--- config.mk ---
export PLATFORM = sky130hd
export DESIGN_NAME = encoder_period_speed_meter_flat
export DESIGN_NICKNAME = d
export VERILOG_FILES = /design/src/rtl/espm_pkg.sv /design/src/rtl/espm_if.sv /design/src/rtl/encoder_period_speed_meter.sv /design/src/rtl/espm_div.sv /design/src/flat_wrapper.sv
export SDC_FILE = /design/constraint.sdc
export NUM_CORES = 1
export LEC_CHECK = 0
export BUFFER_PORTS_ARGS = -buffer_cell sky130_fd_sc_hd__buf_4
export CAP_MARGIN = 20
export CORE_AREA = 2 2 203 185
export CTS_CLUSTER_DIAMETER = 60
export DETAILED_ROUTE_END_ITERATION = 16
export DIE_AREA = 0 0 205 187
export PLACE_DENSITY_LB_ADDON = 0.05
export SETUP_SLACK_MARGIN = 0.1
export SLEW_MARGIN = 20
export SYNTH_ARGS = -nofsm -noshare
export SYNTH_HDL_FRONTEND = slang
export SYNTH_HIERARCHICAL = 1
export SYNTH_SLANG_ARGS = --single-unit
--- constraint.sdc ---
create_clock -name clk -period 6.6 [get_ports clk]
set_input_delay 0.66 -clock clk [delete_from_list [all_inputs] [get_ports clk]]
set_output_delay 0.66 -clock clk [all_outputs]
set_load 0.02 [all_outputs]
--- src/rtl/espm_pkg.sv ---
// Shared widths, register indexes, mode codes and reset values of the encoder speed meter.
`default_nettype none
package espm_pkg;

    localparam int TIME_WIDTH_DEF = 32;

    localparam int UNIT_W   = 2;
    localparam int LOCK_W   = 20;
    localparam int SCALE_W  = 41;
    localparam int SPEED_W  = 42;
    localparam int PERIOD_W = 33;
    localparam int INDEX_W  = 2;
    localparam int CFG_W    = SCALE_W;

    // width that holds the reset period of one second
    localparam int PER_RST_W = 20;

    localparam logic [INDEX_W-1:0] REG_UNIT_MODE    = 2'd0;
    localparam logic [INDEX_W-1:0] REG_LOCKOUT_US   = 2'd1;
    localparam logic [INDEX_W-1:0] REG_DEGREE_SCALE = 2'd2;
    localparam logic [INDEX_W-1:0] REG_RADIAN_SCALE = 2'd3;

    localparam logic [UNIT_W-1:0] MODE_DEGREE = 2'd0;
    localparam logic [UNIT_W-1:0] MODE_RADIAN = 2'd1;

    localparam logic [LOCK_W-1:0]    LOCKOUT_RESET = 20'd5000;
    localparam logic [SCALE_W-1:0]   DEGREE_RESET  = 41'd1179648000000;
    localparam logic [SCALE_W-1:0]   RADIAN_RESET  = 41'd428932117;
    localparam logic [PER_RST_W-1:0] PERIOD_RESET  = 20'd1000000;

    typedef logic [SCALE_W-1:0] scale_t;

endpackage
`default_nettype wire

--- src/rtl/espm_if.sv ---
// Channel interfaces: edge input, speed result and configuration write.
`default_nettype none
interface espm_edge_if #(
    parameter int TIME_WIDTH = espm_pkg::TIME_WIDTH_DEF
);
    logic                  valid;
    logic                  ready;
    logic [TIME_WIDTH-1:0] edge_time_us;
    logic                  direction_level;

    modport source (output valid, edge_time_us, direction_level, input ready);
    modport sink   (input valid, edge_time_us, direction_level, output ready);
endinterface

interface espm_result_if;
    import espm_pkg::*;
    logic                       valid;
    logic                       ready;
    logic signed [SPEED_W-1:0]  speed_q16;
    logic signed [PERIOD_W-1:0] period_us;
    logic                       edge_accepted;

    modport source (output valid, speed_q16, period_us, edge_accepted, input ready);
    modport sink   (input valid, speed_q16, period_us, edge_accepted, output ready);
endinterface

interface espm_cfg_if;
    import espm_pkg::*;
    logic               valid;
    logic               ready;
    logic [INDEX_W-1:0] index;
    logic [CFG_W-1:0]   data;

    modport source (output valid, index, data, input ready);
    modport sink   (input valid, index, data, output ready);
endinterface
`default_nettype wire

--- src/rtl/encoder_period_speed_meter.sv ---
// Top level of the encoder period speed meter for one wheel channel.
// Each edge transaction carries a microsecond timestamp and the level of the second
// encoder line; the block answers with exactly one result: the signed speed in the
// selected unit (Q16), the current signed period and whether the edge passed the lockout.
// An edge passes from acceptance to a presented result through the lockout check and period
// update, the bit-serial divider (one quotient bit per cycle over the 41-bit numerator), the
// hand-over of the quotient and the load of the output register, which waits until the
// previous result is taken. One edge is in work at a time; the next edge is taken as soon
// as the current result sits in the output register, even while it waits to be taken.
// Configuration writes are always ready and belong in idle time.
`default_nettype none
module encoder_period_speed_meter #(
    parameter int TIME_WIDTH = espm_pkg::TIME_WIDTH_DEF
) (
    input  wire logic   clk,
    input  wire logic   rst_n,
    espm_edge_if.sink   edge_ch,
    espm_result_if.source result_ch,
    espm_cfg_if.sink    cfg_ch
);
    import espm_pkg::*;

    localparam int MAG_W = (TIME_WIDTH > PER_RST_W) ? TIME_WIDTH : PER_RST_W;
    localparam int EXT_W = (MAG_W > PERIOD_W) ? MAG_W : PERIOD_W;

    localparam logic [1:0] ST_IDLE  = 2'd0;
    localparam logic [1:0] ST_CHECK = 2'd1;
    localparam logic [1:0] ST_DIV   = 2'd2;
    localparam logic [1:0] ST_HOLD  = 2'd3;

    logic [1:0] state_reg;
    logic [1:0] state_next;

    logic [UNIT_W-1:0] unit_mode_reg;
    logic [LOCK_W-1:0] lockout_us_reg;
    scale_t            degree_scale_reg;
    scale_t            radian_scale_reg;

    logic [TIME_WIDTH-1:0] last_edge_reg;
    logic [MAG_W-1:0]      period_mag_reg;
    logic                  period_neg_reg;

    logic [TIME_WIDTH-1:0] edge_time_reg;
    logic                  direction_reg;
    logic                  accepted_reg;

    logic                       out_valid_reg;
    logic signed [SPEED_W-1:0]  speed_reg;
    logic signed [PERIOD_W-1:0] period_out_reg;
    logic                       accepted_out_reg;

    logic [TIME_WIDTH-1:0] diff;
    logic                  pass;
    logic                  out_free;
    logic                  in_fire;
    scale_t                numerator;
    logic                  div_start;
    logic                  div_done;
    scale_t                quotient;
    logic [SPEED_W-1:0]    speed_mag;
    logic [EXT_W-1:0]      period_ext;
    logic [EXT_W-1:0]      period_signed;

    assign in_fire   = edge_ch.valid && edge_ch.ready;
    assign out_free  = !out_valid_reg || result_ch.ready;
    assign diff      = edge_time_reg - last_edge_reg;
    assign pass      = MAG_W'(diff) > MAG_W'(lockout_us_reg);
    assign div_start = (state_reg == ST_CHECK);

    always_comb
    begin
        case (unit_mode_reg)
            MODE_DEGREE: numerator = degree_scale_reg;
            MODE_RADIAN: numerator = radian_scale_reg;
            default:     numerator = '0;
        endcase
    end

    // divisor taken from the period as it stands after this edge's update
    espm_div #(
        .NUM_W (SCALE_W),
        .DEN_W (MAG_W)
    ) u_div (
        .clk       (clk),
        .rst_n     (rst_n),
        .start     (div_start),
        .numerator (numerator),
        .divisor   (pass ? MAG_W'(diff) : period_mag_reg),
        .done      (div_done),
        .quotient  (quotient)
    );

    always_comb
    begin
        state_next = state_reg;
        unique case (state_reg)
            ST_IDLE:  if (in_fire) state_next = ST_CHECK;
            ST_CHECK: state_next = ST_DIV;
            ST_DIV:   if (div_done) state_next = ST_HOLD;
            ST_HOLD:  if (out_free) state_next = ST_IDLE;
            default:  state_next = ST_IDLE;
        endcase
    end

    always_ff @(posedge clk or negedge rst_n)
    begin
        if (!rst_n)
            state_reg <= ST_IDLE;
        else
            state_reg <= state_next;
    end

    assign edge_ch.ready = (state_reg == ST_IDLE);
    assign cfg_ch.ready  = 1'b1;

    always_ff @(posedge clk or negedge rst_n)
    begin
        if (!rst_n)
        begin
            unit_mode_reg    <= MODE_DEGREE;
            lockout_us_reg   <= LOCKOUT_RESET;
            degree_scale_reg <= DEGREE_RESET;
            radian_scale_reg <= RADIAN_RESET;
        end
        else if (cfg_ch.valid)
        begin
            unique case (cfg_ch.index)
                REG_UNIT_MODE:    unit_mode_reg    <= cfg_ch.data[UNIT_W-1:0];
                REG_LOCKOUT_US:   lockout_us_reg   <= cfg_ch.data[LOCK_W-1:0];
                REG_DEGREE_SCALE: degree_scale_reg <= cfg_ch.data[SCALE_W-1:0];
                REG_RADIAN_SCALE: radian_scale_reg <= cfg_ch.data[SCALE_W-1:0];
                default:          ;
            endcase
        end
    end

    always_ff @(posedge clk or negedge rst_n)
    begin
        if (!rst_n)
        begin
            last_edge_reg  <= '0;
            period_mag_reg <= MAG_W'(PERIOD_RESET);
            period_neg_reg <= 1'b0;
        end
        else if (state_reg == ST_CHECK && pass)
        begin
            last_edge_reg  <= edge_time_reg;
            period_mag_reg <= MAG_W'(diff);
            period_neg_reg <= !direction_reg;
        end
    end

    always_ff @(posedge clk)
    begin
        if (in_fire)
        begin
            edge_time_reg <= edge_ch.edge_time_us;
            direction_reg <= edge_ch.direction_level;
        end
        if (state_reg == ST_CHECK)
            accepted_reg <= pass;
    end

    assign speed_mag     = SPEED_W'(quotient);
    assign period_ext    = EXT_W'(period_mag_reg);
    assign period_signed = period_neg_reg ? (~period_ext + 1'b1) : period_ext;

    always_ff @(posedge clk or negedge rst_n)
    begin
        if (!rst_n)
            out_valid_reg <= 1'b0;
        else if (state_reg == ST_HOLD && out_free)
            out_valid_reg <= 1'b1;
        else if (result_ch.ready)
            out_valid_reg <= 1'b0;
    end

    always_ff @(posedge clk)
    begin
        if (state_reg == ST_HOLD && out_free)
        begin
            speed_reg        <= period_neg_reg ? (~speed_mag + 1'b1) : speed_mag;
            period_out_reg   <= period_signed[PERIOD_W-1:0];
            accepted_out_reg <= accepted_reg;
        end
    end

    assign result_ch.valid         = out_valid_reg;
    assign result_ch.speed_q16     = speed_reg;
    assign result_ch.period_us     = period_out_reg;
    assign result_ch.edge_accepted = accepted_out_reg;

    a_accept_starts_check: assert property (@(posedge clk) disable iff (!rst_n)
        in_fire |=> state_reg == ST_CHECK)
        else $error("accepted edge did not enter the lockout check");

    a_done_only_in_div: assert property (@(posedge clk) disable iff (!rst_n)
        div_done |-> state_reg == ST_DIV)
        else $error("divider finished outside the divide state");

    a_result_from_hold: assert property (@(posedge clk) disable iff (!rst_n)
        (out_valid_reg && !$past(out_valid_reg)) |-> $past(state_reg) == ST_HOLD)
        else $error("result appeared without a finished division");

    a_period_nonzero: assert property (@(posedge clk) disable iff (!rst_n)
        period_mag_reg != '0)
        else $error("stored period became zero");

endmodule
`default_nettype wire

--- src/rtl/espm_div.sv ---
// Bit-serial restoring divider: one quotient bit per cycle, zero divisor gives zero.
`default_nettype none
module espm_div #(
    parameter int NUM_W = espm_pkg::SCALE_W,
    parameter int DEN_W = espm_pkg::TIME_WIDTH_DEF
) (
    input  wire logic             clk,
    input  wire logic             rst_n,
    input  wire logic             start,
    input  wire logic [NUM_W-1:0] numerator,
    input  wire logic [DEN_W-1:0] divisor,
    output logic                  done,
    output logic [NUM_W-1:0]      quotient
);
    import espm_pkg::*;

    localparam int CNT_W = $clog2(NUM_W);

    logic             busy_reg;
    logic             done_reg;
    logic [CNT_W-1:0] count_reg;
    logic [NUM_W-1:0] num_reg;
    logic [DEN_W-1:0] den_reg;
    logic [DEN_W-1:0] rem_reg;
    logic             zero_reg;

    logic [DEN_W:0]   shifted;
    logic [DEN_W:0]   trial;
    logic             fits;
    logic [DEN_W-1:0] rem_next;
    logic [NUM_W-1:0] num_next;

    always_comb
    begin
        shifted  = {rem_reg, num_reg[NUM_W-1]};
        trial    = shifted - {1'b0, den_reg};
        fits     = shifted >= {1'b0, den_reg};
        rem_next = fits ? trial[DEN_W-1:0] : shifted[DEN_W-1:0];
        num_next = {num_reg[NUM_W-2:0], fits};
    end

    always_ff @(posedge clk or negedge rst_n)
    begin
        if (!rst_n)
        begin
            busy_reg  <= 1'b0;
            done_reg  <= 1'b0;
            count_reg <= '0;
        end
        else
        begin
            done_reg <= 1'b0;
            if (start)
            begin
                busy_reg  <= 1'b1;
                count_reg <= CNT_W'(NUM_W - 1);
            end
            else if (busy_reg)
            begin
                count_reg <= count_reg - 1'b1;
                if (count_reg == '0)
                begin
                    busy_reg <= 1'b0;
                    done_reg <= 1'b1;
                end
            end
        end
    end

    always_ff @(posedge clk)
    begin
        if (start)
        begin
            num_reg  <= numerator;
            den_reg  <= divisor;
            rem_reg  <= '0;
            zero_reg <= (divisor == '0);
        end
        else if (busy_reg)
        begin
            num_reg <= num_next;
            rem_reg <= rem_next;
        end
    end

    assign done     = done_reg;
    assign quotient = zero_reg ? '0 : num_reg;

endmodule
`default_nettype wire
--- src/flat_wrapper.sv ---
// flat-port wrapper written by rule: the top's interface ports become plain ports
module encoder_period_speed_meter_flat import espm_pkg::*;
#(
    parameter int TIME_WIDTH = espm_pkg::TIME_WIDTH_DEF
)
  (clk, rst_n, edge_ch_valid, edge_ch_edge_time_us, edge_ch_direction_level, edge_ch_ready, result_ch_valid, result_ch_speed_q16, result_ch_period_us, result_ch_edge_accepted, result_ch_ready, cfg_ch_valid, cfg_ch_index, cfg_ch_data, cfg_ch_ready);
  espm_edge_if #(.TIME_WIDTH(TIME_WIDTH)) edge_ch_i ();
  espm_result_if result_ch_i ();
  espm_cfg_if cfg_ch_i ();
  input  wire logic clk;
  input  wire logic rst_n;
  input wire logic [$bits(edge_ch_i.valid)-1:0] edge_ch_valid;
  input wire logic [$bits(edge_ch_i.edge_time_us)-1:0] edge_ch_edge_time_us;
  input wire logic [$bits(edge_ch_i.direction_level)-1:0] edge_ch_direction_level;
  output wire logic [$bits(edge_ch_i.ready)-1:0] edge_ch_ready;
  output wire logic [$bits(result_ch_i.valid)-1:0] result_ch_valid;
  output wire logic [$bits(result_ch_i.speed_q16)-1:0] result_ch_speed_q16;
  output wire logic [$bits(result_ch_i.period_us)-1:0] result_ch_period_us;
  output wire logic [$bits(result_ch_i.edge_accepted)-1:0] result_ch_edge_accepted;
  input wire logic [$bits(result_ch_i.ready)-1:0] result_ch_ready;
  input wire logic [$bits(cfg_ch_i.valid)-1:0] cfg_ch_valid;
  input wire logic [$bits(cfg_ch_i.index)-1:0] cfg_ch_index;
  input wire logic [$bits(cfg_ch_i.data)-1:0] cfg_ch_data;
  output wire logic [$bits(cfg_ch_i.ready)-1:0] cfg_ch_ready;
  assign edge_ch_i.valid = edge_ch_valid;
  assign edge_ch_i.edge_time_us = edge_ch_edge_time_us;
  assign edge_ch_i.direction_level = edge_ch_direction_level;
  assign edge_ch_ready = edge_ch_i.ready;
  assign result_ch_valid = result_ch_i.valid;
  assign result_ch_speed_q16 = result_ch_i.speed_q16;
  assign result_ch_period_us = result_ch_i.period_us;
  assign result_ch_edge_accepted = result_ch_i.edge_accepted;
  assign result_ch_i.ready = result_ch_ready;
  assign cfg_ch_i.valid = cfg_ch_valid;
  assign cfg_ch_i.index = cfg_ch_index;
  assign cfg_ch_i.data = cfg_ch_data;
  assign cfg_ch_ready = cfg_ch_i.ready;
  encoder_period_speed_meter #(.TIME_WIDTH(TIME_WIDTH)) u_core (.clk(clk), .rst_n(rst_n), .edge_ch(edge_ch_i), .result_ch(result_ch_i), .cfg_ch(cfg_ch_i));
endmodule
Word level (Yosys, flattened, before mapping)
Index checks and enable logic that the tools add are counted.
W data, S select, Z words.

cells by class
  $add $sub $neg = 5
  order comparisons = 2
  eq/ne operators = 10
  muxes and demuxes = 22
  bitwise operators = 2
  reductions and logical operators = 18

operator list
  operator                 number
  $mux W41                 4
  $mux W32                 3
  $pmux W41 S2             1
  $sub A32 B32 Y32         2
  $add A42 B1 Y42 const B  1
  $not A41 Y42             1
  $add A33 B1 Y33 const B  1
  $ge A33 B32 Y1           1
  $not A32 Y33             1
  $gt A32 B20 Y1           1
  $logic_not A32 Y1        1
  $mux W6                  2
  $eq A2 B2 Y1 const B     4
  $mux W1                  8
  $pmux W2 S4              1
  $reduce_and A2 Y1        4
  $eq A2 B1 Y1 const B     3
  $logic_not A2 Y1         3
  $logic_not A6 Y1         1
  $mux W2                  3
  $sub A6 B1 Y6 const B    1
  $ne A2 B2 Y1 const B     2
  $reduce_bool A2 Y1       2
  $logic_and A1 B1 Y1      3
  other kinds (4)          5

word-level totals
  flip-flop bits (word level) = 396
  input bits = 81
  logic and storage cells = 83

Logic depth before layout (Yosys ltp)
  depth in word-level cells = 4
  gate-level depth with buffers = 28
  gate-level depth less buffers = 25

By module
The synthesis kept the hierarchy.

modules (own cells, without submodules)
  module                      times used  cells each  area each (sq um)  seq. area each (sq um)
  encoder_period_speed_meter  1           1223        14924.3            7648.6
  espm_div                    1           663         6631.4             3062.9

Least setup slack after synthesis
OpenSTA, ideal clock, no wires.

  path type = register to register
  start = register u_core.edge_time_reg[0]
  end = register u_core.u_div.zero_reg, data pin
  library setup time = 0.139 ns
  arrival time = 5.075 ns
  setup slack = 1.386 ns
  stages on the path, launching flop included = 28
  buffers on the path = 2
  clock period less this slack = 5.214 ns
  cell sequence = edfxtp_1 > inv_1 > ha_1 > inv_1 > fa_1 > a211oi_2 > o21ai_1 > nand2_1 > o21bai_1 > a21oi_1 > o21bai_1 > a21oi_1 > xnor2_1 > ha_1 > a21o_1 > a21o_1 > a21oi_1 > nand2_1 > o31ai_1 > o221ai_1 > or4_4 > or4_1 > buf_6 > buf_12 > mux2_4 > nor4_1 > nand4_1 > nor2_1

on the way
  cells in the longest elaborated chain, start to end = 4

ends and longest elaborated chain
  item                       RTL line                           source
  start: declaration         encoder_period_speed_meter.sv:43   logic [TIME_WIDTH-1:0] edge_time_reg;
  start signal: assignment   encoder_period_speed_meter.sv:157  edge_time_reg <= edge_ch.edge_time_us;
  $sub A32 B32 Y32 *         encoder_period_speed_meter.sv:66   assign diff = edge_time_reg - last_edge_reg;
  named net u_core.diff[16]  encoder_period_speed_meter.sv:52   logic [TIME_WIDTH-1:0] diff;
  $gt A32 B20 Y1             encoder_period_speed_meter.sv:67   assign pass = MAG_W'(diff) > MAG_W'(lockout_us_reg);
  $mux W32 *                 encoder_period_speed_meter.sv:88   .divisor (pass ? MAG_W'(diff) : period_mag_reg),
  $logic_not A32 Y1 *        espm_div.sv:77                     zero_reg <= (divisor == '0);
  end signal: assignment     espm_div.sv:77
  end: declaration           espm_div.sv:25                     logic zero_reg;

The timed path passes the listed nets; every way through them passes the cells marked *.
A chain may end at the register's enable or synchronous reset.

Worst setup path after layout
  start = register u_core.edge_time_reg[2]
  end = register u_core.u_div.zero_reg, data pin

Same word-level chain as after synthesis.

==> flow_metrics.tcl <==
set metrics [dict create \
    status "complete, no violations" \
    rows 67 \
    final_common_cell "mux2_2" \
    power_mw 14.34 \
    synth-edff-count 184 \
    final.fill_count 2864 \
    critPathMaxStageDelay_ps 460 \
    synthCells 1886 \
    cp_num_buf_inv 1 \
    grt_max_degree 77 \
    antennaDiodeCount 0 \
    top_usage_layer "met2" \
    grt_overflow_total 0 \
    cp.arrival_ps 6390 \
    worst-path-stages 23 \
    drc 0 \
    place_area_mm2 0.02308 \
    yosysUniqueCellTypes 89 \
    use_met3_pct 4.007 \
    fmax_mhz 167.6 \
    synth_top_area_share_pct 25.63 \
    initial_utilization_pct 58.98 \
    cp-end-kind "flip-flop" \
    max_slew_margin_pct 31.76 \
    rrSetupSlack_ps 630 \
    slowest_stage "or4_4" \
    cts.sinks 396 \
    tightest_slew_ps 1024 \
    synth_nets 2060 \
    cts_setup_buffers 0 \
    numCtsBuffers 43 \
    met1_usage_pct 36.63 \
    synth.yosys.seq_area_share_pct 49.69 \
    path_common_cell "a21oi_1" \
    hp-class "input port to asynchronous set/reset pin" \
    cellLeakagePower_nw 10.28 \
    grt_setup_unrepaired "no" \
    finalClockSkew_ps 9.840 \
    synth_area_leaders "edfxtp_1 (26%), dfrtp_1 (17%), mux2_2 (10%)" \
    syn-cell-area_mm2 0.02156 \
    powerDensity_mw_per_mm2 585.1 \
    portBuffers 158 \
    path_cells "ha_1 -> o211ai_1 -> a21oi_2 -> nor2_1 -> o21ai_0 -> a21oi_1 -> o21ai_0 -> a21oi_1 -> xnor2_2 -> ha_1 -> a21o_1 -> a21o_1 -> a21oi_1 -> nand2_1 -> o31ai_1 -> o221ai_1 -> or4_4 -> or4_1 -> buf_4 -> mux2_4 -> nor4_1 -> nand4_1 -> nor2_1" \
    final_cell_area_mm2 0.02451 \
    wirelength_mm 47.87 \
    synth_top_cell_by_area "edfxtp_1" \
    setup_tns_ps 0 \
    final_cell_count_no_fill 2538 \
    cp-endpoint "u_core/u_div/zero_reg" \
    worst-path-max-fanout 32 \
    dr.pass1.iters 5 \
    mostFrequentLayoutCells "mux2_2 (200), edfxtp_1 (184), buf_4 (171)" \
    synth_top_flop_cell "edfxtp_1" \
    dieArea_mm2 0.03834 \
    ff2ff_path_depth 23 \
    critPathKind "flip-flop to flip-flop" \
    syn2layout_area_growth_pct 13.73 \
    cp-start-kind "flip-flop" \
    r2r_end "u_core/u_div/zero_reg" \
    max-clock-path-buffers 3 \
    dp_cells 2458 \
    vias_per_cell 5.811 \
    ys_ff_latch 396 \
    grt_pass1_vias 14406 \
    final_layout_size_suffix_gt1_share_pct 26.08 \
    dp_hpwl_mm 34.53 \
    die_x_um 205 \
    clk_latency_ps 560 \
    place_congestion 0.9266 \
    ant_nets 0 \
    grt_pass1_wl_mm 76.09 \
    tritoncts "yes" \
    ir_worst_vdd_uv 276.0 \
    track_usage_pct 25.09 \
    synth.yosys.warnings 6 \
    ys_async_sr_fraction_pct 45.45 \
    max_cap_viol_count 0 \
    grt_use_met2_pct 39.05 \
    cpLargestDelayFamily "compound AO/OA/AOI/OAI gates" \
    core_area_mm2 0.03655 \
    vias 14749 \
    hold_slack_ps 114.0 \
    largest_reg_flops 42 \
    h-tree-depth 2 \
    clk_pin_slew_ps 60 \
    fin_crit_sh_pct 90.42 \
    wire_per_inst_um 18.86 \
    synth.avg_cell_area_um2 11.43 \
    setup_slack_ps 632.5 \
    drv_slew 0 \
    r2r_start "u_core/edge_time_reg[2]" \
    final.min_clock_period_ps 5967 \
    hold_violations 0 \
    die-height_um 187 \
    cp.required_ps 7020 \
    final_core_util_pct 67.07 \
    nets 2196 \
    drtIter0Drc 1015 \
    setup_violations 0 \
    ios 160 \
    root_buffer "clkbuf_16" \
    antenna_found_initial 0 \
    critPathLaunch "u_core/edge_time_reg[2]" \
    place_ws_ps 650.7 \
]
[layer usage]
| metal | wire, um | vias to the layer above |
|---|---|---|
| met2 | 21860 | 323 |
| met5 | 0 | - |
| met1 | 22680 | 7246 |
| li1 | - | 7112 |
| met4 | 1100 | 0 |
| met3 | 2228 | 68 |
[timing repair]
| item | in CTS | in global routing |
|---|---|---|
| endpoints found under the setup margin | 0 | 1 |
| resized for setup | 0 | 1 |
| hold buffers | 0 | 0 |
[worst min path at each step]
stage	cells past startpoint	end	from
6_report	1	u_core/degree_scale_reg[28]	rst_n
5_1_grt	1	u_core/radian_scale_reg[39]	rst_n
2_1_floorplan	0	u_core/degree_scale_reg[0]	rst_n
3_3_place_gp	1	u_core/period_neg_reg	u_core/direction_reg
4_1_cts	1	u_core/radian_scale_reg[39]	rst_n
3_5_place_dp	1	u_core/period_neg_reg	u_core/direction_reg
[report_power, final]
group	total, mW	switching, mW	leakage (nW)	internal [mW]
combinational	7.53	4.21	5.46	3.31
sequential	4.47	0.585	4.14	3.89
clock	2.34	0.947	0.685	1.40
total	14.3	5.74	10.3	8.60
[logic make-up after synthesis]
logic type,synth area share (%)
and+or+nand+nor,10.37
adders and majority gates,5.468
other,0.01740
AOI/OAI and AO/OA,11.51
buffers and inverters,4.133
xor gates and xnor gates,4.957
DFF,49.69
muxes,13.86
[worst register-to-register path, delay by kind of cell, from the launching register on]
family,cells,cell delay [ps]
buf+inv,1,310
flops,1,390
xor+xnor,1,220
compound gates,11,2220
simple gates,7,1650
mux,1,370
fa+ha+maj,2,680
[Yosys cell counts (16+ instances only)]
library cell	n
a211oi_1	23
a21o_1	28
a21oi_1	74
a311oi_1	21
buf_2	19
clkbuf_1	37
dfrtp_1	147
dfstp_2	33
dfxtp_1	32
edfxtp_1	184
ha_1	91
inv_1	125
mux2_2	200
mux2_4	16
mux2i_1	46
nand2_1	129
nand2b_1	17
nand4_1	23
nor2_1	118
nor2b_1	53
nor3_1	17
o21ai_0	64
o31ai_1	22
xnor2_1	108
[final cells by class]
type	count	area, um2	share of cell area [%]
clock buffer	66	1262	5.150
multi-input combinational	1281	9997	40.78
inverter	126	473.0	1.929
clock inverter	12	118.9	0.4849
timing repair buffer	174	1343	5.476
sequential	396	10720	43.71
tap	483	604.3	2.465
No activity file was read; power rests on OpenSTA's default activity.
